**config.mk**
```make
export PLATFORM = sky130hd
export DESIGN_NAME = rdq_ctrl
export DESIGN_NICKNAME = d
export VERILOG_FILES = /design/src/rtl/rdq_pkg.sv /design/src/rtl/rdq_ctrl.sv
export SDC_FILE = /design/constraint.sdc
export NUM_CORES = 1
export LEC_CHECK = 0
export BUFFER_PORTS_ARGS = -buffer_cell sky130_fd_sc_hd__buf_2
export CORE_MARGIN = 1.5
export CORE_UTILIZATION = 40
export DETAILED_ROUTE_END_ITERATION = 16
export PLACE_DENSITY = 0.64
export SYNTH_ARGS = -nofsm -noshare
export SYNTH_HDL_FRONTEND = slang
export SYNTH_SLANG_ARGS = --single-unit
export TNS_END_PERCENT = 5
```
**constraint.sdc**
```tcl
create_clock -name clock -period 10.3 [get_ports clock]
set_clock_uncertainty 0.1 [all_clocks]
set_input_delay 1.545 -clock clock [delete_from_list [all_inputs] [get_ports clock]]
set_output_delay 1.545 -clock clock [all_outputs]
set_load 0.05 [all_outputs]
```
**src/rtl/rdq_pkg.sv**
```systemverilog
package rdq_pkg;

   localparam int CAPACITY   = 1024;
   localparam int DATA_WIDTH = 32;

   localparam int ADDR_W   = $clog2(CAPACITY);
   localparam int CNT_W    = $clog2(CAPACITY + 1);
   localparam int OPCODE_W = 3;
   localparam int VALUE_W  = 32;
   localparam int POS_W    = 10;
   localparam int STATUS_W = 2;
   localparam int COUNT_W  = 11;

   typedef enum logic [OPCODE_W-1:0] {
      OP_APPEND   = 3'd0,
      OP_PREPEND  = 3'd1,
      OP_READ     = 3'd2,
      OP_REVERSE  = 3'd3,
      OP_CLEAR    = 3'd4
   } opcode_type;

   typedef enum logic [STATUS_W-1:0] {
      ST_OK           = 2'd0,
      ST_FULL         = 2'd1,
      ST_OUT_OF_RANGE = 2'd2
   } status_type;

   // Result of one transaction, waiting for the read data of the memory.
   typedef struct packed {
      logic                  rd_ok;
      logic [STATUS_W-1:0]   status;
      logic [COUNT_W-1:0]    count;
   } meta_type;

   // Physical slot of a storage position: (head + pos) mod CAPACITY.
   function automatic logic [ADDR_W-1:0] slot_of(input logic [ADDR_W-1:0] head,
                                                 input logic [ADDR_W-1:0] pos);
      logic [ADDR_W:0] sum;
      sum = {1'b0, head} + {1'b0, pos};
      if (sum >= (ADDR_W+1)'(CAPACITY)) begin
         sum = sum - (ADDR_W+1)'(CAPACITY);
      end
      return sum[ADDR_W-1:0];
   endfunction

endpackage

```
**src/rtl/rdq_ctrl.sv**
```systemverilog
module rdq_ctrl (
   input  logic                            clock,
   input  logic                            reset,
   input  logic                            issue,
   input  logic [rdq_pkg::OPCODE_W-1:0]    opcode,
   input  logic [rdq_pkg::VALUE_W-1:0]     value,
   input  logic [rdq_pkg::POS_W-1:0]       position,
   output logic                            wr_en,
   output logic [rdq_pkg::ADDR_W-1:0]      wr_addr,
   output logic [rdq_pkg::DATA_WIDTH-1:0]  wr_data,
   output logic                            rd_en,
   output logic [rdq_pkg::ADDR_W-1:0]      rd_addr,
   output rdq_pkg::meta_type               meta
);
   import rdq_pkg::*;

   localparam int CMP_W = (POS_W > CNT_W) ? POS_W : CNT_W;

   logic [ADDR_W-1:0] head_ff, head_in;
   logic [CNT_W-1:0]  count_ff, count_in;
   logic              flip_ff, flip_in;

   opcode_type        op;
   logic              full;
   logic [CMP_W-1:0]  pos_ext;
   logic [CMP_W-1:0]  cnt_ext;
   logic [CMP_W-1:0]  sp_ext;
   logic              in_range;
   status_type        status;
   logic              rd_ok;
   logic              wr_req;

   always_comb begin
      op       = opcode_type'(opcode);
      full     = (count_ff == CNT_W'(CAPACITY));
      pos_ext  = CMP_W'(position);
      cnt_ext  = CMP_W'(count_ff);
      in_range = (pos_ext < cnt_ext);
      sp_ext   = flip_ff ? (cnt_ext - CMP_W'(1) - pos_ext) : pos_ext;

      head_in  = head_ff;
      count_in = count_ff;
      flip_in  = flip_ff;
      status   = ST_OK;
      rd_ok    = 1'b0;
      wr_req   = 1'b0;
      wr_addr  = slot_of(head_ff, count_ff[ADDR_W-1:0]);
      rd_addr  = slot_of(head_ff, sp_ext[ADDR_W-1:0]);

      case (op)
         OP_APPEND, OP_PREPEND: begin
            if (full) begin
               status = ST_FULL;
            end else begin
               wr_req   = 1'b1;
               count_in = count_ff + CNT_W'(1);
               // Logical back is the storage tail unless the order is flipped.
               if ((op == OP_APPEND) != flip_ff) begin
                  wr_addr = slot_of(head_ff, count_ff[ADDR_W-1:0]);
               end else begin
                  head_in = (head_ff == '0) ? ADDR_W'(CAPACITY - 1)
                                            : head_ff - ADDR_W'(1);
                  wr_addr = head_in;
               end
            end
         end
         OP_READ: begin
            if (in_range) begin
               rd_ok = 1'b1;
            end else begin
               status = ST_OUT_OF_RANGE;
            end
         end
         OP_REVERSE: begin
            flip_in = !flip_ff;
         end
         OP_CLEAR: begin
            count_in = '0;
            head_in  = '0;
         end
         default: begin
         end
      endcase
   end

   assign wr_en       = issue && wr_req;
   assign wr_data     = DATA_WIDTH'(value);
   assign rd_en       = issue && rd_ok;
   assign meta.rd_ok  = rd_ok;
   assign meta.status = status;
   assign meta.count  = COUNT_W'(count_in);

   always_ff @(posedge clock) begin
      if (reset) begin
         head_ff  <= '0;
         count_ff <= '0;
         flip_ff  <= 1'b0;
      end else if (issue) begin
         head_ff  <= head_in;
         count_ff <= count_in;
         flip_ff  <= flip_in;
      end
   end

endmodule

```
Word level (Yosys, flattened, before mapping)
Index checks and enable logic that the tools add are counted.
{"block": "word_totals", "ff_bits": 22, "input_bits": 48, "word_cells": 50}
{"block": "op_classes", "n_addsub": 8, "magnitude_cmp": 3, "eq_ne": 8, "mux": 19, "reduce_logical": 9}
{"operator": "10-bit 2-to-1 mux", "n": 9}
{"operator": "10-bit by 1-bit subtractor with 10-bit output (second input constant)", "n": 4}
{"operator": "10-bit by 10-bit adder with 11-bit output", "n": 2}
{"operator": "11-bit greater-or-equal comparator (second input constant)", "n": 2}
{"operator": "11-bit case mux with 2 select lines", "n": 1}
{"operator": "10-bit case mux with 2 select lines", "n": 1}
{"operator": "11-bit by 1-bit adder with 11-bit output (second input constant)", "n": 1}
{"operator": "11-bit == test (second input constant)", "n": 1}
{"operator": "10-bit by 11-bit < comparator with 1-bit output", "n": 1}
{"operator": "11-bit 2-to-1 mux", "n": 1}
{"operator": "10-bit logical NOT", "n": 1}
{"operator": "10-bit subtractor", "n": 1}
{"operator": "3-bit by 2-bit == test with 1-bit output (second input constant)", "n": 2}
{"operator": "1-bit 2-to-1 mux", "n": 5}
{"operator": "2-bit inequality test (second input constant)", "n": 2}
{"operator": "2-bit case mux with 2 select lines", "n": 1}
{"operator": "4-bit AND reduction", "n": 1}
{"operator": "3-bit by 1-bit == test with 1-bit output (second input constant)", "n": 1}
{"operator": "3-bit == test (second input constant)", "n": 1}
{"operator": "3-bit logical NOT", "n": 1}
{"operator": "1-bit logical AND", "n": 2}
{"operator": "2-bit 2-to-1 mux", "n": 1}
{"operator": "2-bit AND reduction", "n": 1}
{"operator": "2-bit nonzero test", "n": 1}
{"operator": "3 further kinds", "n": 3}

Longest topological paths before layout
{"block": "logic_depth", "ltp_word": 6, "mapped_depth": 16, "ltp_nobuf": 16}

Least setup slack after synthesis
No wires, ideal clock.
{"block": "synth_timing", "path_type": "input -> output", "startpoint": "input port position[0] (netlist name)", "endpoint": "output port rd_addr[9] (netlist name)", "arrival_time_ns": 5.004, "required_time_ns": 8.655, "slack_ns": 3.651, "stages": 14, "path_buffers": 0, "path_cell_list": "inv_1 > ha_1 > fa_1 > a21o_1 > a21oi_1 > o21bai_1 > a21oi_1 > xor2_1 > mux2i_1 > ha_1 > o41ai_1 > nor3_1 > a311o_1 > xor2_1"}
{"block": "synth_between", "elab_chain_len": 5, "word_cells_on_any_way": 6}
{"element": "from (decl)", "line": "rdq_ctrl.sv:7", "rtl": "input logic [rdq_pkg::POS_W-1:0] position,"}
{"element": "10-bit subtractor", "line": "rdq_ctrl.sv:39", "rtl": "sp_ext = flip_ff ? (cnt_ext - CMP_W'(1) - pos_ext) : pos_ext;"}
{"element": "10-bit 2-to-1 mux (*)", "line": "rdq_ctrl.sv:39"}
{"element": "10-bit by 10-bit adder with 11-bit output (*)", "line": "rdq_pkg.sv:39", "rtl": "sum = {1'b0, head} + {1'b0, pos};"}
{"element": "10-bit by 1-bit subtractor with 10-bit output or 11-bit greater-or-equal comparator (tied branches)", "line": "rdq_pkg.sv:41, rdq_pkg.sv:40"}
{"element": "10-bit 2-to-1 mux (*)", "line": "rdq_pkg.sv:40", "rtl": "if (sum >= (ADDR_W+1)'(CAPACITY)) begin"}
{"element": "to (decl)", "line": "rdq_ctrl.sv:12", "rtl": "output logic [rdq_pkg::ADDR_W-1:0] rd_addr,"}
Every way passes the cells marked *; elsewhere a longest branch is shown, timed or not.

Worst setup path in the final report
Ends and elaborated chain as after synthesis.

==> results.toml <==
[clocking]
cts_tree = "yes"
cts_buffer_depth = 2
insertion_delay_ps = 270
clk_pin_slew_ps = 80
cts.repair.resized = 0
cts.htree.levels = 1
hold_buffers = 0
clock-sinks = 22
root_buffer = "clkbuf_8"
cts_buffers = 3
post-cts-setup-buffer-count = 0

[drt]
routed_wl_um = 8858
postRouteAntennaNets = 0
wire_per_inst_um = 15.76
num_vias = 3194
drtIter0Drc = 229
drc = 0
via_per_inst = 5.683
dr.pass1.iters = 5

[setup_path]
start_kind = "input pin"
cp.arrival_ps = 5100
end_kind = "output pin"
cp_max_fo = 4
crit_type = "in -> out"
required_ps = 8660

[final_layout]
layout-drive-gt1-share_pct = 15.97
fillers = 866
layout_common_cells = "51 x buf_2, 44 x nor2_1, 39 x ha_1, 35 x inv_1, 34 x a21oi_1"
area_delta_synth_final_pct = 2.693
antenna_cells = 0
final_common_cell = "buf_2"
nets = 549
fin_area_sq_um = 3483

[logic_synthesis]
synth_area_per_cell_sq_um = 7.455
yosysTopAreaCellShare_pct = 14.39
ys.flop_type = "dfxtp_1"
synth_area_sq_um = 3392
synth-async-reset-ratio_pct = 0
yosysSeqAreaShare_pct = 12.98
synth-seq-cells = 22
yosysTopAreaCell = "ha_1"
synth_area_leaders = "ha_1 14%, dfxtp_1 13%, buf_4 7.3%, a21oi_1 5.0%, xnor2_1 4.9%"
yosysWarningCount = 0
synthDistinctLibCells = 69
syn_nets = 545
netlist_instances = 455
synth_edf_count = 0

[place]
io_buffer_count = 51
globalplace.congestion = 0.8797
placed_area_sq_um = 3442
pre_cts_ws_ps = 3538
place_hpwl_um = 6945

[floorplan]
die_y_um = 95.09
ios = 116
start_util_pct = 41.28
num_rows = 33
dieWidth_um = 95.09
fp.coreArea_sq_um = 8217
die_area_sq_um = 9041

[grt]
overflow = 0
antenna_found_initial = 0
grt_max_degree = 24
grt_pass1_vias = 3062
track_usage_pct = 19.98
grt_pass1_wl_um = 14430

[sta]
fmax_mhz = 148.3
timing.final.crit_share_pct = 65.45
rsz0062_at_grt = "false"
finalHoldViolCount = 0
maxSlewHeadroom_pct = 21.92
setup_viol = 0
drv_slew = 0
tightest_slew_ps = 1167
setup_ws_ps = 3558
fin_crit_ps = 6742
tns_ps = 0

[outcome]
outcome = "finished clean"

[power_and_ir_drop]
p_leak_nw = 1.609
p_per_area_nw_per_um2 = 101.9
irDropWorstVdd_mv = 0.05824

[run]
drv_cap = 0

[worst_hold_path]
min_path_type = "reg -> reg"
[sequential cells by signal, indices dropped and copies added, names as in the netlist]
signal	flops
head_ff	10
flip_ff	1
cnt_ext	11
[per-stage QoR]
stage                     std cells  power (mW)  utilization [%]  hold WS (ps)
after floorplan                 455      0.2957                -         410.1
after global placement          559      0.2999            41.89         486.3
after detailed placement        559      0.3023            41.89         497.1
after CTS                       562      0.3562            42.39         506.6
after global routing            562      0.3786            42.39         560.7
final                           562      0.3548            42.39         517.0
[Yosys cell counts, types with 8 or more instances]
cell,instances
nor3_1,13
dfxtp_1,22
buf_2,8
nand2_1,29
inv_1,35
clkbuf_1,10
o21ai_0,28
xnor2_1,19
a21oi_1,34
buf_4,33
nand3_1,10
ha_1,39
xor2_1,11
a211oi_1,10
nor2_1,44
a21o_1,11
[power by group]
part           internal, mW  leakage, nW  switching [mW]
sequential           0.0894        0.179          0.0127
combinational        0.0627         1.41           0.136
clock                0.0262       0.0216          0.0278
[layout make-up]
cell class / instances / area, sq um / share of cell area, %
clock buffers: 3 / 41.29 / 1.185
inverters: 35 / 131.4 / 3.772
multi-input cells: 346 / 2484 / 71.30
well taps: 105 / 131.4 / 3.772
repair buffers: 51 / 255.2 / 7.328
flip-flops and latches: 22 / 440.4 / 12.64
[critical path: stages]
cell and delay (ps):
buf_2 80, inv_1 40, ha_1 240, fa_1 410, a21o_1 200, a21oi_1 230, o21bai_1 130, a21oi_1 180
xor2_1 150, mux2i_1 90, ha_1 250, o41ai_1 650, nor3_1 120, a311o_1 360, xor2_1 140, buf_2 270
[routing by layer]
metal / vias to the layer above / track usage [%] / wire (um)
met4: 0 / 3.856 / 68
li1: 1599 / - / -
met3: 12 / 3.030 / 571
met5: - / 0 / 0
met1: 1475 / 26.61 / 4078
met2: 108 / 34.10 / 4140
[final timing paths]
kind,startpoint,endpoint,slack (ps),depth (start not counted)
worst max-delay path,position[0],rd_addr[9],3560,16
worst min-delay path,head_ff[8]$_SDFFE_PP0P_,head_ff[8]$_SDFFE_PP0P_,520,2
worst max register to register,cnt_ext[1]$_SDFFE_PP0P_,head_ff[6]$_SDFFE_PP0P_,7250,8
worst min register to register,head_ff[8]$_SDFFE_PP0P_,head_ff[8]$_SDFFE_PP0P_,520,2
[cells by family (layout without fill, tap and decap cells)]
group / after synthesis / in the layout / synth area share [%]
AOI/OAI and AO/OA: 134 / 134 / 26.85
muxes: 7 / 7 / 2.139
xor gates and xnor gates: 30 / 30 / 7.746
buffers and inverters: 87 / 89 / 13.80
adders and majority gates: 42 / 42 / 16.16
DFF: 22 / 22 / 12.98
and+or+nand+nor: 133 / 133 / 20.32
No activity file was read; power rests on OpenSTA's default activity.
