[src/rtl/rdq_pkg.sv]
package rdq_pkg;

   localparam int CAPACITY   = 1024;
   localparam int DATA_WIDTH = 32;

   localparam int ADDR_W   = $clog2(CAPACITY);
   localparam int CNT_W    = $clog2(CAPACITY + 1);
   localparam int OPCODE_W = 3;
   localparam int VALUE_W  = 32;
   localparam int POS_W    = 10;
   localparam int STATUS_W = 2;
   localparam int COUNT_W  = 11;

   typedef enum logic [OPCODE_W-1:0] {
      OP_APPEND   = 3'd0,
      OP_PREPEND  = 3'd1,
      OP_READ     = 3'd2,
      OP_REVERSE  = 3'd3,
      OP_CLEAR    = 3'd4
   } opcode_type;

   typedef enum logic [STATUS_W-1:0] {
      ST_OK           = 2'd0,
      ST_FULL         = 2'd1,
      ST_OUT_OF_RANGE = 2'd2
   } status_type;

   // Result of one transaction, waiting for the read data of the memory.
   typedef struct packed {
      logic                  rd_ok;
      logic [STATUS_W-1:0]   status;
      logic [COUNT_W-1:0]    count;
   } meta_type;

   // Physical slot of a storage position: (head + pos) mod CAPACITY.
   function automatic logic [ADDR_W-1:0] slot_of(input logic [ADDR_W-1:0] head,
                                                 input logic [ADDR_W-1:0] pos);
      logic [ADDR_W:0] sum;
      sum = {1'b0, head} + {1'b0, pos};
      if (sum >= (ADDR_W+1)'(CAPACITY)) begin
         sum = sum - (ADDR_W+1)'(CAPACITY);
      end
      return sum[ADDR_W-1:0];
   endfunction

endpackage

[src/rtl/rdq_if.sv]


interface rdq_rsp_if;
   import rdq_pkg::*;

   logic                valid;
   logic                ready;
   logic [VALUE_W-1:0]  read_data;
   logic [STATUS_W-1:0] status;
   logic [COUNT_W-1:0]  count;

   modport source (output valid, output read_data, output status, output count,
                   input ready);
   modport sink   (input valid, input read_data, input status, input count,
                   output ready);
endinterface

[src/rtl/rdq_out.sv]
module rdq_out (
   input  logic                            clock,
   input  logic                            reset,
   input  logic                            issue,
   input  rdq_pkg::meta_type               meta,
   input  logic [rdq_pkg::DATA_WIDTH-1:0]  rd_data,
   output logic                            can_take,
   rdq_rsp_if.source                       rsp
);
   import rdq_pkg::*;

   logic                pend_valid_ff, pend_valid_in;
   meta_type            pend_meta_ff;
   logic                out_valid_ff, out_valid_in;
   logic [VALUE_W-1:0]  out_data_ff;
   logic [STATUS_W-1:0] out_status_ff;
   logic [COUNT_W-1:0]  out_count_ff;
   logic                advance;

   // The memory read data stays put while the pending transaction waits,
   // since no new read is issued until it moves on.
   assign advance  = pend_valid_ff && (!out_valid_ff || rsp.ready);
   assign can_take = !pend_valid_ff || advance;

   always_comb begin
      pend_valid_in = issue ? 1'b1 : (advance ? 1'b0 : pend_valid_ff);
      if (advance) begin
         out_valid_in = 1'b1;
      end else if (rsp.ready) begin
         out_valid_in = 1'b0;
      end else begin
         out_valid_in = out_valid_ff;
      end
   end

   always_ff @(posedge clock) begin
      if (reset) begin
         pend_valid_ff <= 1'b0;
         out_valid_ff  <= 1'b0;
      end else begin
         pend_valid_ff <= pend_valid_in;
         out_valid_ff  <= out_valid_in;
      end
      if (issue) begin
         pend_meta_ff <= meta;
      end
      if (advance) begin
         out_data_ff   <= pend_meta_ff.rd_ok ? VALUE_W'(rd_data) : '0;
         out_status_ff <= pend_meta_ff.status;
         out_count_ff  <= pend_meta_ff.count;
      end
   end

   assign rsp.valid     = out_valid_ff;
   assign rsp.read_data = out_data_ff;
   assign rsp.status    = out_status_ff;
   assign rsp.count     = out_count_ff;

endmodule

[src/flat_wrapper.sv]
// flat-port wrapper written by rule: the top's interface ports become plain ports
module rdq_out_flat import rdq_pkg::*;
  (clock, reset, issue, meta, rd_data, can_take, rsp_valid, rsp_read_data, rsp_status, rsp_count, rsp_ready);
  rdq_rsp_if rsp_i ();
  input  logic clock;
  input  logic reset;
  input  logic issue;
  input  rdq_pkg::meta_type meta;
  input  logic [rdq_pkg::DATA_WIDTH-1:0] rd_data;
  output logic can_take;
  output wire logic [$bits(rsp_i.valid)-1:0] rsp_valid;
  output wire logic [$bits(rsp_i.read_data)-1:0] rsp_read_data;
  output wire logic [$bits(rsp_i.status)-1:0] rsp_status;
  output wire logic [$bits(rsp_i.count)-1:0] rsp_count;
  input wire logic [$bits(rsp_i.ready)-1:0] rsp_ready;
  assign rsp_valid = rsp_i.valid;
  assign rsp_read_data = rsp_i.read_data;
  assign rsp_status = rsp_i.status;
  assign rsp_count = rsp_i.count;
  assign rsp_i.ready = rsp_ready;
  rdq_out u_core (.clock(clock), .reset(reset), .issue(issue), .meta(meta), .rd_data(rd_data), .can_take(can_take), .rsp(rsp_i));
endmodule
[config.mk]
export PLATFORM = sky130hd
export DESIGN_NAME = rdq_out_flat
export DESIGN_NICKNAME = d
export VERILOG_FILES = /design/src/rtl/rdq_pkg.sv /design/src/rtl/rdq_if.sv /design/src/rtl/rdq_out.sv /design/src/flat_wrapper.sv
export SDC_FILE = /design/constraint.sdc
export NUM_CORES = 1
export LEC_CHECK = 0
export BUFFER_PORTS_ARGS = -buffer_cell sky130_fd_sc_hd__buf_2
export CORE_UTILIZATION = 30
export CTS_CLUSTER_SIZE = 30
export DETAILED_ROUTE_END_ITERATION = 8
export PLACE_DENSITY = 0.57
export SLEW_MARGIN = 20
export SYNTH_ARGS = -nofsm -noshare
export SYNTH_HDL_FRONTEND = slang
export SYNTH_SLANG_ARGS = --single-unit
export TNS_END_PERCENT = 100
[constraint.sdc]
create_clock -name clock -period 2.5 [get_ports clock]
set_input_delay 0.5 -clock clock [delete_from_list [all_inputs] [get_ports clock]]
set_output_delay 0.5 -clock clock [all_outputs]
set_load 0.05 [all_outputs]
* Yosys cells after proc, flatten, opt, wreduce, memory -nomap -nowiden *
Index checks and enable logic that the tools add are counted.
Widths: inputs -> output; s select.

word-level totals
  flip-flop bits (word level) = 61
  input port bits = 50
  output and inout bits = 47
  word-level logic and storage cells = 19

operators by class
  multiplexer cells = 4
  reduce and logical (&&, ||, !) cells = 7

operator list
  kind               count
  $mux 1             4
  $reduce_bool 2->1  2
  $logic_not 1->1    2
  $logic_or 1x1->1   2
  $logic_and 1x1->1  1

* Logic depth before layout (Yosys ltp) *
Gate-level depths: netlist of the first run.

  depth after elaboration = 5
  depth in mapped cells = 2
  mapped depth without buffers = 2

* Worst setup path before layout of the first run *
No wires, ideal clock.

  kind = register to register
  start = register u_core.out_valid_ff, in the netlist u_core.rsp.valid
  end = register u_core.out_count_ff[0], in the netlist u_core.rsp.count[0], enable pin
  library setup time = 0.407 ns
  data arrival time = 1.732 ns
  required time = 2.093 ns
  setup slack = 0.361 ns
  stages on the path, launching flop included = 3
  path buffers = 0
  period minus slack after synthesis = 2.139 ns
  cell sequence = dfxtp_1 nand2b_1 and2_1

between the ends
  cells in the longest elaborated chain, start to end = 3

ends and longest elaborated chain
  what                      line           RTL
  start: declaration        rdq_out.sv:14  logic out_valid_ff, out_valid_in;
  start signal: assignment  rdq_out.sv:42  out_valid_ff <= out_valid_in;
  $logic_not 1->1           rdq_out.sv:22  assign advance = pend_valid_ff && (!out_valid_ff || rsp.ready);
  $logic_or 1x1->1          rdq_out.sv:22
  $logic_and 1x1->1         rdq_out.sv:22
  net u_core.advance        rdq_out.sv:18  logic advance;
  end signal: assignment    rdq_out.sv:50  out_count_ff <= pend_meta_ff.count;
  end: declaration          rdq_out.sv:17  logic [COUNT_W-1:0] out_count_ff;

The timed path passes the listed nets, and every way through them passes these cells.
A chain may end at the register's enable or synchronous reset.

* Worst setup path in the final report of the first run *
  start = register u_core.out_valid_ff, in the netlist u_core.rsp.valid
  end = output port can_take

between the ends
  cells in the longest elaborated chain, start to end = 4

ends and longest elaborated chain
  what               line                RTL
  $logic_not 1->1    rdq_out.sv:22
  $logic_or 1x1->1   rdq_out.sv:22
  $logic_and 1x1->1  rdq_out.sv:22
  $logic_or 1x1->1   rdq_out.sv:23       assign can_take = !pend_valid_ff || advance;
  end: declaration   flat_wrapper.sv:10  output logic can_take;

No other way between the ends.

==> results of run 1 <==
-- sequential cells by signal, indices dropped and copies added, names as in the netlist --
register	flops
u_core.pend_valid_ff	1
u_core.rsp.status	2
u_core.rsp.count	11
u_core.rsp.read_data	32
u_core.rsp.valid	1
u_core.pend_meta_ff	14
-- how the worst max path moves through the flow --
stage / cells after the start / to / slack [ns]
after floorplan: 2 / u_core.rsp.count[0] / 0.36
after global placement: 4 / u_core.rsp.read_data[26] / 0.74
after detailed placement: 4 / u_core.rsp.read_data[29] / 0.71
after CTS: 2 / can_take / 0.93
after global routing: 2 / can_take / 0.90
final: 2 / can_take / 0.97
-- cells by family after synthesis --
logic type,share of synthesized area
AO/OA/AOI/OAI,0.00476
flip-flops,0.861
buffers and inverters,0.0107
AND/OR/NAND/NOR,0.124
-- power breakdown --
| group | internal (mW) | switching (mW) | total [mW] |
|---|---|---|---|
| Sequential | 1.19 | 0.0218 | 1.21 |
| Clock | 0.475 | 0.415 | 0.890 |
| Combinational | 0.0806 | 0.186 | 0.267 |
-- worst max-delay path, cell delays in order (launching register included) --
cell and delay [ns]:
dfxtp_1 0.33, nand3b_1 0.10, buf_2 0.27
-- layout make-up --
cell class | count | area share
diodes | 1 | 0.000855
clock buffers | 9 | 0.0423
clock inverters | 7 | 0.0282
inverters | 2 | 0.00256
multi-input cells | 37 | 0.0927
flip-flops and latches | 61 | 0.619
well taps | 96 | 0.0410
repair buffers | 98 | 0.174
-- cells in the final DEF, fill, tap and decap left out --
master	instances
nand2b_1	1
buf_4	1
and2_2	33
buf_12	1
diode_2	1
nand3b_1	1
bufinv_16	1
buf_2	96
clkinv_4	3
clkbuf_8	9
a21oi_1	2
inv_6	3
dfxtp_1	2
inv_1	2
edfxtp_1	59
-- cells in the mapped netlist --
library cell  instances
edfxtp_1             59
and2_2               32
clkbuf_2              3
a21oi_1               2
dfxtp_1               2
inv_1                 2
and2_1                1
nand2b_1              1
nand3b_1              1
-- per-layer routing --
metal / GRT usage / vias to the layer above / part of all wire
li1: - / 587 / -
met4: 0.0591 / 2 / 0.015
met3: 0.0731 / 9 / 0.12
met2: 0.164 / 61 / 0.47
met1: 0.114 / 541 / 0.39
met5: 0 / - / 0.0022
-- through the flow --
| stage | utilization | std cells | cell area [um^2] |
|---|---|---|---|
| final | 0.431 | 311 | 2930 |
| after global routing | 0.431 | 311 | 2930 |
| after CTS | 0.431 | 310 | 2930 |
| after detailed placement | 0.400 | 294 | 2720 |
| after global placement | 0.400 | 294 | 2720 |
| after floorplan | - | 103 | 2100 |
==> results.md, run 1 <==
- Total track usage: 0.108
- Max cap viols: 0
- DRT iter0 DRCs: 33
- Reg area: 0.00181 mm^2
- Yosys top cell area share: 0.842
- Die height: 85.8 um
- DRC Markers: 0
- Crit start category: register
- Reg2reg setup slack: 1.04 ns
- CTS tree: done
- RSZ-0062 raised after global routing: false
- Number of port buffers: 96
- Syn-to-layout area delta: 39.1%
- Initial antenna violation count: 2
- Via count: 1200
- Reg-to-Reg Start: u_core.rsp.valid
- Share of layout cells above drive strength 1: 0.687
- Worst Tran Pin Value: 0.779 ns
- Synth unique cells: 9
- Fillers: 632
- WS Path Type: register to output pin
- Die X: 85.8 um
- Synthesized flop and latch total: 61
- Post-Syn Instances: 103
- CTS root buf: clkbuf_8
- First-pass GRT wire length: 5630 um
- Pwr Total: 2.37 mW
- Clock transition at path regs: 0.08 ns
- IO Pins: 97
- Setup crit start: u_core.rsp.valid
- # hold bufs at CTS: 0
- Hold Crit Class: input port to register
- Clock latency on the worst-skew pair: 0.34 ns
- Worst hold start: reset
- Cell taking the most area after synthesis: edfxtp_1
- Final Skew: 0.0102 ns
- Core area: 0.00679 mm^2
- Post-CTS Resized: 0
- Min setup slack post-route: 0.969 ns
- Dpl ws: 0.711 ns
- Worst Reg-to-Reg Cells: 3
- RR Endpoint: u_core.rsp.read_data[9]
- Status: completed
- Post-route ant nets: 0
- Leak pwr: 1.20 nW
- Drt wl/cell: 11.9 um
- Crit Path Max Fanout: 3
- Die ar.: 0.00735 mm^2
- Setup TNS: 0 ns
- NumNets Final: 259
- Fin. max-slew vios: 0
- Worst slew margin: 0.480
- Fin crit share: 0.612
- Via density: 3.86
- Final hold vios: 0
- CP required: 2.00 ns
- GR Overflow Total: 0
- Vias in the first global route: 1192
- Htree depth: 3
- Mapped Nets: 153
- Arr. time, crit path: 1.03 ns
- Initial Util: 0.310
- Worst Hold End: u_core.pend_valid_ff
- TritonRoute pass-1 iters: 3
- Syn. warnings: 0
- Hold slack: 0.327 ns
- GP Congestion: 0.613
- Drt total wl: 3700 um
- CTS buffer count: 9
- Synthesized cell area: 0.00210 mm^2
- Fmax achieved: 653 MHz
- Min cycle time layout: 1.53 ns
- Post-CTS Repair Setup Buffers: 0
- Clock sink count: 61
- Clock Tree Buf Depth: 2
- Placement Rows: 30
- Final setup violation count: 0
- Hold Path Depth: 2
- Pin count of the biggest net entering global routing: 33
- Seq/Total Area, Yosys: 0.861
- Syn_area_per_cell: 20.4 um^2
- Power Density: 810 mW/mm^2
- Worst VDD drop: 0.343 mV
- Crit path capture type: output pin
- Synth top area cells: edfxtp_1 84%, and2_2 11%, dfxtp_1 1.9%, clkbuf_2 0.71%, a21oi_1 0.48%
- Multi-input logic area: 272 um^2
Note: power is estimated with default switching activity, not from simulation.
==> run 2, diff against run 1 <==
- ABC_AREA: default -> 1
- PLACE_DENSITY: 0.57 -> 0.59
- clock period: 2.5 -> 1.4 ns (I/O delays scaled with it)
==> results.md, run 2 <==
- Number of port buffers: 96
- WS Path Type: register to output pin
- CTS buffer count: 9
- Clock sink count: 61
- Leak pwr: 1.45 nW
- First-pass GRT wire length: 5340 um
- Die height: 86.1 um
- Yosys top cell area share: 0.835
- # hold bufs at CTS: 0
- CP required: 1.12 ns
- Synthesized cell area: 0.00212 mm^2
- Post-CTS Repair Setup Buffers: 0
- Share of layout cells above drive strength 1: 0.468
- Power Density: 1460 mW/mm^2
- CTS tree: done
- Final Skew: 0.00753 ns
- Bufs and invs on worst path: 1
- Commonest non-fill, non-tap cells in the layout: 96 x buf_2, 59 x edfxtp_1, 35 x inv_1
- Core area: 0.00679 mm^2
- Fillers: 637
- CP cell instances: nand3_1, buf_2
- Final hold vios: 0
- Die X: 86.1 um
- Initial antenna violation count: 0
- Total track usage: 0.101
- Async SR Flop Fraction: 0
- Min setup slack post-route: 0.0661 ns
- CTS root buf: clkbuf_8
- Via density: 3.75
- Clock Tree Buf Depth: 2
- Clock latency on the worst-skew pair: 0.32 ns
- Final core utilization: 0.438
- Crit Path Max Fanout: 4
- Htree depth: 3
- Synth top cells by count: 59 x edfxtp_1, 35 x inv_1, 33 x nand2_1
- Cell taking the most area after synthesis: edfxtp_1
- Worst slew margin: 0.773
- IO Pins: 97
- CP delay by family, top: flip-flops
- Multi-input logic area: 155 um^2
- Drt wl/cell: 10.3 um
- EDFF count, synth: 59
- DRC Markers: 0
- DRT iter0 DRCs: 49
- GR Overflow Total: 0
- Worst VDD drop: 1.20 mV
- Most common flop cell mapped by yosys: edfxtp_1
- Synth unique cells: 7
- Syn. warnings: 0
- Mapped Nets: 186
- Final setup violation count: 0
- Status: completed
- Via count: 1291
- Max cap viols: 0
- Hold Crit Class: input port to register
- Synthesized flop and latch total: 61
- Slowest cell on crit path: dfxtp_4
- Seq/Total Area, Yosys: 0.854
- Commonest non-fill, non-tap cell in the layout: buf_2
- NumNets Final: 293
- RSZ-0062 raised after global routing: false
- Fmax achieved: 750 MHz
- Most frequent cell after synthesis: edfxtp_1
- Max reg flops: 32
- Pin count of the biggest net entering global routing: 33
- Cell Area, Placed: 0.00275 mm^2
- Crit path capture type: output pin
- Pwr Total: 4.35 mW
- Initial Util: 0.312
- Fin crit share: 0.953
- Post-CTS Resized: 0
- DPL Wire Length: 2550 um
- Post-route ant nets: 0
- Fin. max-slew vios: 0
- Synth top area cells: edfxtp_1 84%, inv_1 6.2%, nand2_1 5.8%, dfxtp_1 1.9%, buf_6 1.6%
- Dpl ws: 0.223 ns
- Diode count: 0
- GP Congestion: 0.573
- Clock transition at path regs: 0.07 ns
- Reg area: 0.00182 mm^2
- Vias in the first global route: 1243
- Syn-to-layout area delta: 40.3%
- Fin area: 0.00298 mm^2
- TritonRoute pass-1 iters: 4
- Post-Syn Instances: 136
- Worst Tran Pin Value: 0.340 ns
- Syn_area_per_cell: 15.6 um^2
- Die ar.: 0.00741 mm^2
- Crit start category: register
- Placement Rows: 30
- Drt total wl: 3530 um
- Arr. time, crit path: 1.05 ns
- Min cycle time layout: 1.33 ns
- Crit-path max cell delay: 0.36 ns
[run 2: changes by cell type in the layout (fill, tap and decap cells not counted), sizes merged, moves of 3 or more]
cell,before,now
nand2,0,33
inv,5,35
clkbuf,9,12
and2,33,0
[run 2: worst paths after layout]
kind	startpoint	slack [ns]	cells past startpoint	endpoint
worst max register to register	u_core.pend_valid_ff	0.30	3	u_core.rsp.read_data[26]
worst max-delay path	u_core.rsp.valid	0.07	2	can_take
worst min-delay path	reset	0.11	2	u_core.rsp.valid
worst min register to register	u_core.pend_meta_ff[11]	0.42	0	u_core.rsp.status[0]
[run 2: where the power goes]
group	internal (mW)	switching, mW	total, mW
registers	2.13	0.0246	2.15
clock network	1.09	0.613	1.71
logic	0.128	0.359	0.486
[run 2: metrics by stage]
stage / hold WS [ns] / setup TNS [ns] / cells
finish: 0.113 / 0 / 344
global route: 0.0946 / 0 / 344
CTS: 0.0913 / 0 / 344
detailed placement: 0.405 / 0 / 328
global placement: 0.401 / 0 / 328
floorplan: 0.339 / -9.80 / 136
[run 2: logic make-up (layout without fill, tap and decap cells)]
kind of cell | count (synthesis) | count (layout) | synth area share
flops | 61 | 61 | 0.854
simple gates | 34 | 34 | 0.0608
buf+inv | 38 | 150 | 0.0779
compound gates | 3 | 3 | 0.00708
[run 2: worst reg2reg max path: stages, from the launching register on]
cell and delay (ns):
dfxtp_1 0.33, inv_1 0.07, a21oi_4 0.18, buf_12 0.21
[run 2: per-layer routing]
layer  up-vias  GRT usage  share of wire
li1        653          -              -
met1       568     0.0989           0.40
met2        63      0.165           0.47
met3         7     0.0635           0.11
met4         0     0.0500          0.016
met5         -          0              0
[run 2: area by class of cell]
type                    instances  share of cell area
well taps                      96              0.0404
clock buffers                  12              0.0521
inverters                      35              0.0442
clock inverters                 4              0.0235
flip-flops and latches         61               0.610
repair buffers                 99               0.177
multi-input cells              37              0.0521
==> run 3, diff against run 2 <==
- CTS_BUF_LIST: default -> sky130_fd_sc_hd__clkbuf_8 sky130_fd_sc_hd__clkbuf_16
==> results.md, run 3 (synthesized netlist as in run 2, its figures left out) <==
- Status: completed
- Routed wl met2: 1680 um
- Placement Rows: 30
- Initial Util: 0.312
- Hold Path Depth: 2
- Sequential Power Share: 0.496
- Arr. time, crit path: 1.05 ns
- Worst hold start: reset
- Int Pwr: 3.34 mW
- Die X: 86.1 um
- Worst slew margin: 0.773
- Core area: 0.00679 mm^2
- Fin area: 0.00298 mm^2
- Initial antenna violation count: 0
- Die height: 86.1 um
- Reg2reg setup slack: 0.30 ns
- Reg area: 0.00182 mm^2
- Clock transition at path regs: 0.07 ns
- CTS buffer count: 9
- DR WL met3: 374 um
- Worst Reg-to-Reg Cells: 3
- DP Cell Count: 328
- Comb pwr share: 0.112
- First-pass GRT wire length: 5340 um
- Fmax achieved: 750 MHz
- DRC Markers: 0
- Fin crit share: 0.953
- Power Density: 1460 mW/mm^2
- Crit Path Max Fanout: 4
- Crit start category: register
- Final Skew: 0.00753 ns
- Number of port buffers: 96
- Fillers: 637
- Pwr Total: 4.34 mW
- CTS root buf: clkbuf_8
- GR Overflow Total: 0
- Htree depth: 3
- Post-CTS Resized: 0
- Psw: 0.997 mW
- Max cap viols: 0
- Die ar.: 0.00741 mm^2
- Crit path capture type: output pin
- Hold Crit Class: input port to register
- RR Endpoint: u_core.rsp.read_data[26]
- Worst Tran Pin Value: 0.340 ns
- Final setup violation count: 0
- Commonest non-fill, non-tap cells in the layout: 96 x buf_2, 59 x edfxtp_1, 36 x inv_1
- CTS tree: done
- Commonest non-fill, non-tap cell in the layout: buf_2
- Pin count of the biggest net entering global routing: 33
- Leak pwr: 1.45 nW
- Final cell count without fillers: 344
- Worst Hold End: u_core.rsp.valid
- Top sig layer: met4
- # hold bufs at CTS: 0
- Multi-input logic area: 155 um^2
- DPL Wire Length: 2550 um
- Clock Tree Buf Depth: 2
- Worst VDD drop: 1.20 mV
- Clock latency on the worst-skew pair: 0.32 ns
- Post-CTS Repair Setup Buffers: 0
- WS Path Type: register to output pin
- Syn-to-layout area delta: 40.3%
- Share of layout cells above drive strength 1: 0.468
- GP Congestion: 0.573
- Post-Route M1 WL: 1430 um
- Cell Area, Placed: 0.00275 mm^2
- Via density: 3.75
- Post-route ant nets: 0
- Fin. max-slew vios: 0
- Max reg flops: 32
- Reg-to-Reg Start: u_core.pend_valid_ff
- Clock power share: 0.392
- CP required: 1.12 ns
- Diode count: 0
- Final hold vios: 0
- Total track usage: 0.101
- Drt wl/cell: 10.3 um
- NumNets Final: 293
- Via count: 1291
- TritonRoute pass-1 iters: 4
- DRT iter0 DRCs: 49
- Drt total wl: 3530 um
- RSZ-0062 raised after global routing: false
- Final core utilization: 0.438
- Clock sink count: 61
- Vias in the first global route: 1243
- Sw frac: 0.230
- IO Pins: 97
- Min cycle time layout: 1.33 ns
## run 3: cell types whose count changed in the layout (fill, tap and decap cells not counted)
cell      change
clkbuf_1      -1
inv_1         +1
## run 3: layout make-up
| cell class | count | share of cell area |
|---|---|---|
| flip-flops and latches | 61 | 0.610 |
| clock buffers | 11 | 0.0509 |
| clock inverters | 5 | 0.0248 |
| multi-input cells | 37 | 0.0521 |
| inverters | 35 | 0.0442 |
| repair buffers | 99 | 0.177 |
| well taps | 96 | 0.0404 |
## run 3: per-stage QoR
stage	hold slack, ns	TNS, ns	worst slack [ns]
after floorplan	0.339	-9.80	-0.218
after global placement	0.401	0	0.226
after detailed placement	0.405	0	0.223
after CTS	0.0913	0	0.0381
after global routing	0.0946	0	0.0264
final	0.113	0	0.0661
## run 3: critical path, stage by stage, from the launching register on
cell     delay [ns]
dfxtp_4        0.36
nand3_1        0.10
buf_2          0.27
## run 3: how the worst max path moves through the flow
stage / startpoint / endpoint / cells past startpoint
2_1_floorplan: u_core.rsp.valid / u_core.rsp.count[0] / 1
6_report: u_core.rsp.valid / can_take / 2
5_1_grt: u_core.rsp.valid / can_take / 2
3_3_place_gp: rsp_ready / u_core.rsp.read_data[29] / 4
3_5_place_dp: rsp_ready / u_core.rsp.read_data[22] / 4
4_1_cts: u_core.rsp.valid / can_take / 2
## run 3: power by group through the flow
| stage | combinational (mW) | clock (mW) | sequential (mW) |
|---|---|---|---|
| 2_1_floorplan | 0.0939 | 0 | 2.43 |
| 3_3_place_gp | 0.489 | 0 | 2.19 |
| 3_5_place_dp | 0.494 | 0 | 2.19 |
| 4_1_cts | 0.495 | 1.76 | 2.15 |
| 5_1_grt | 0.519 | 1.85 | 2.16 |
| 6_report | 0.486 | 1.70 | 2.15 |
## run 3: per-layer routing
layer,vias up,global-route usage
li1,653,-
met1,568,0.0989
met2,63,0.165
met3,7,0.0635
met4,0,0.0500
met5,-,0
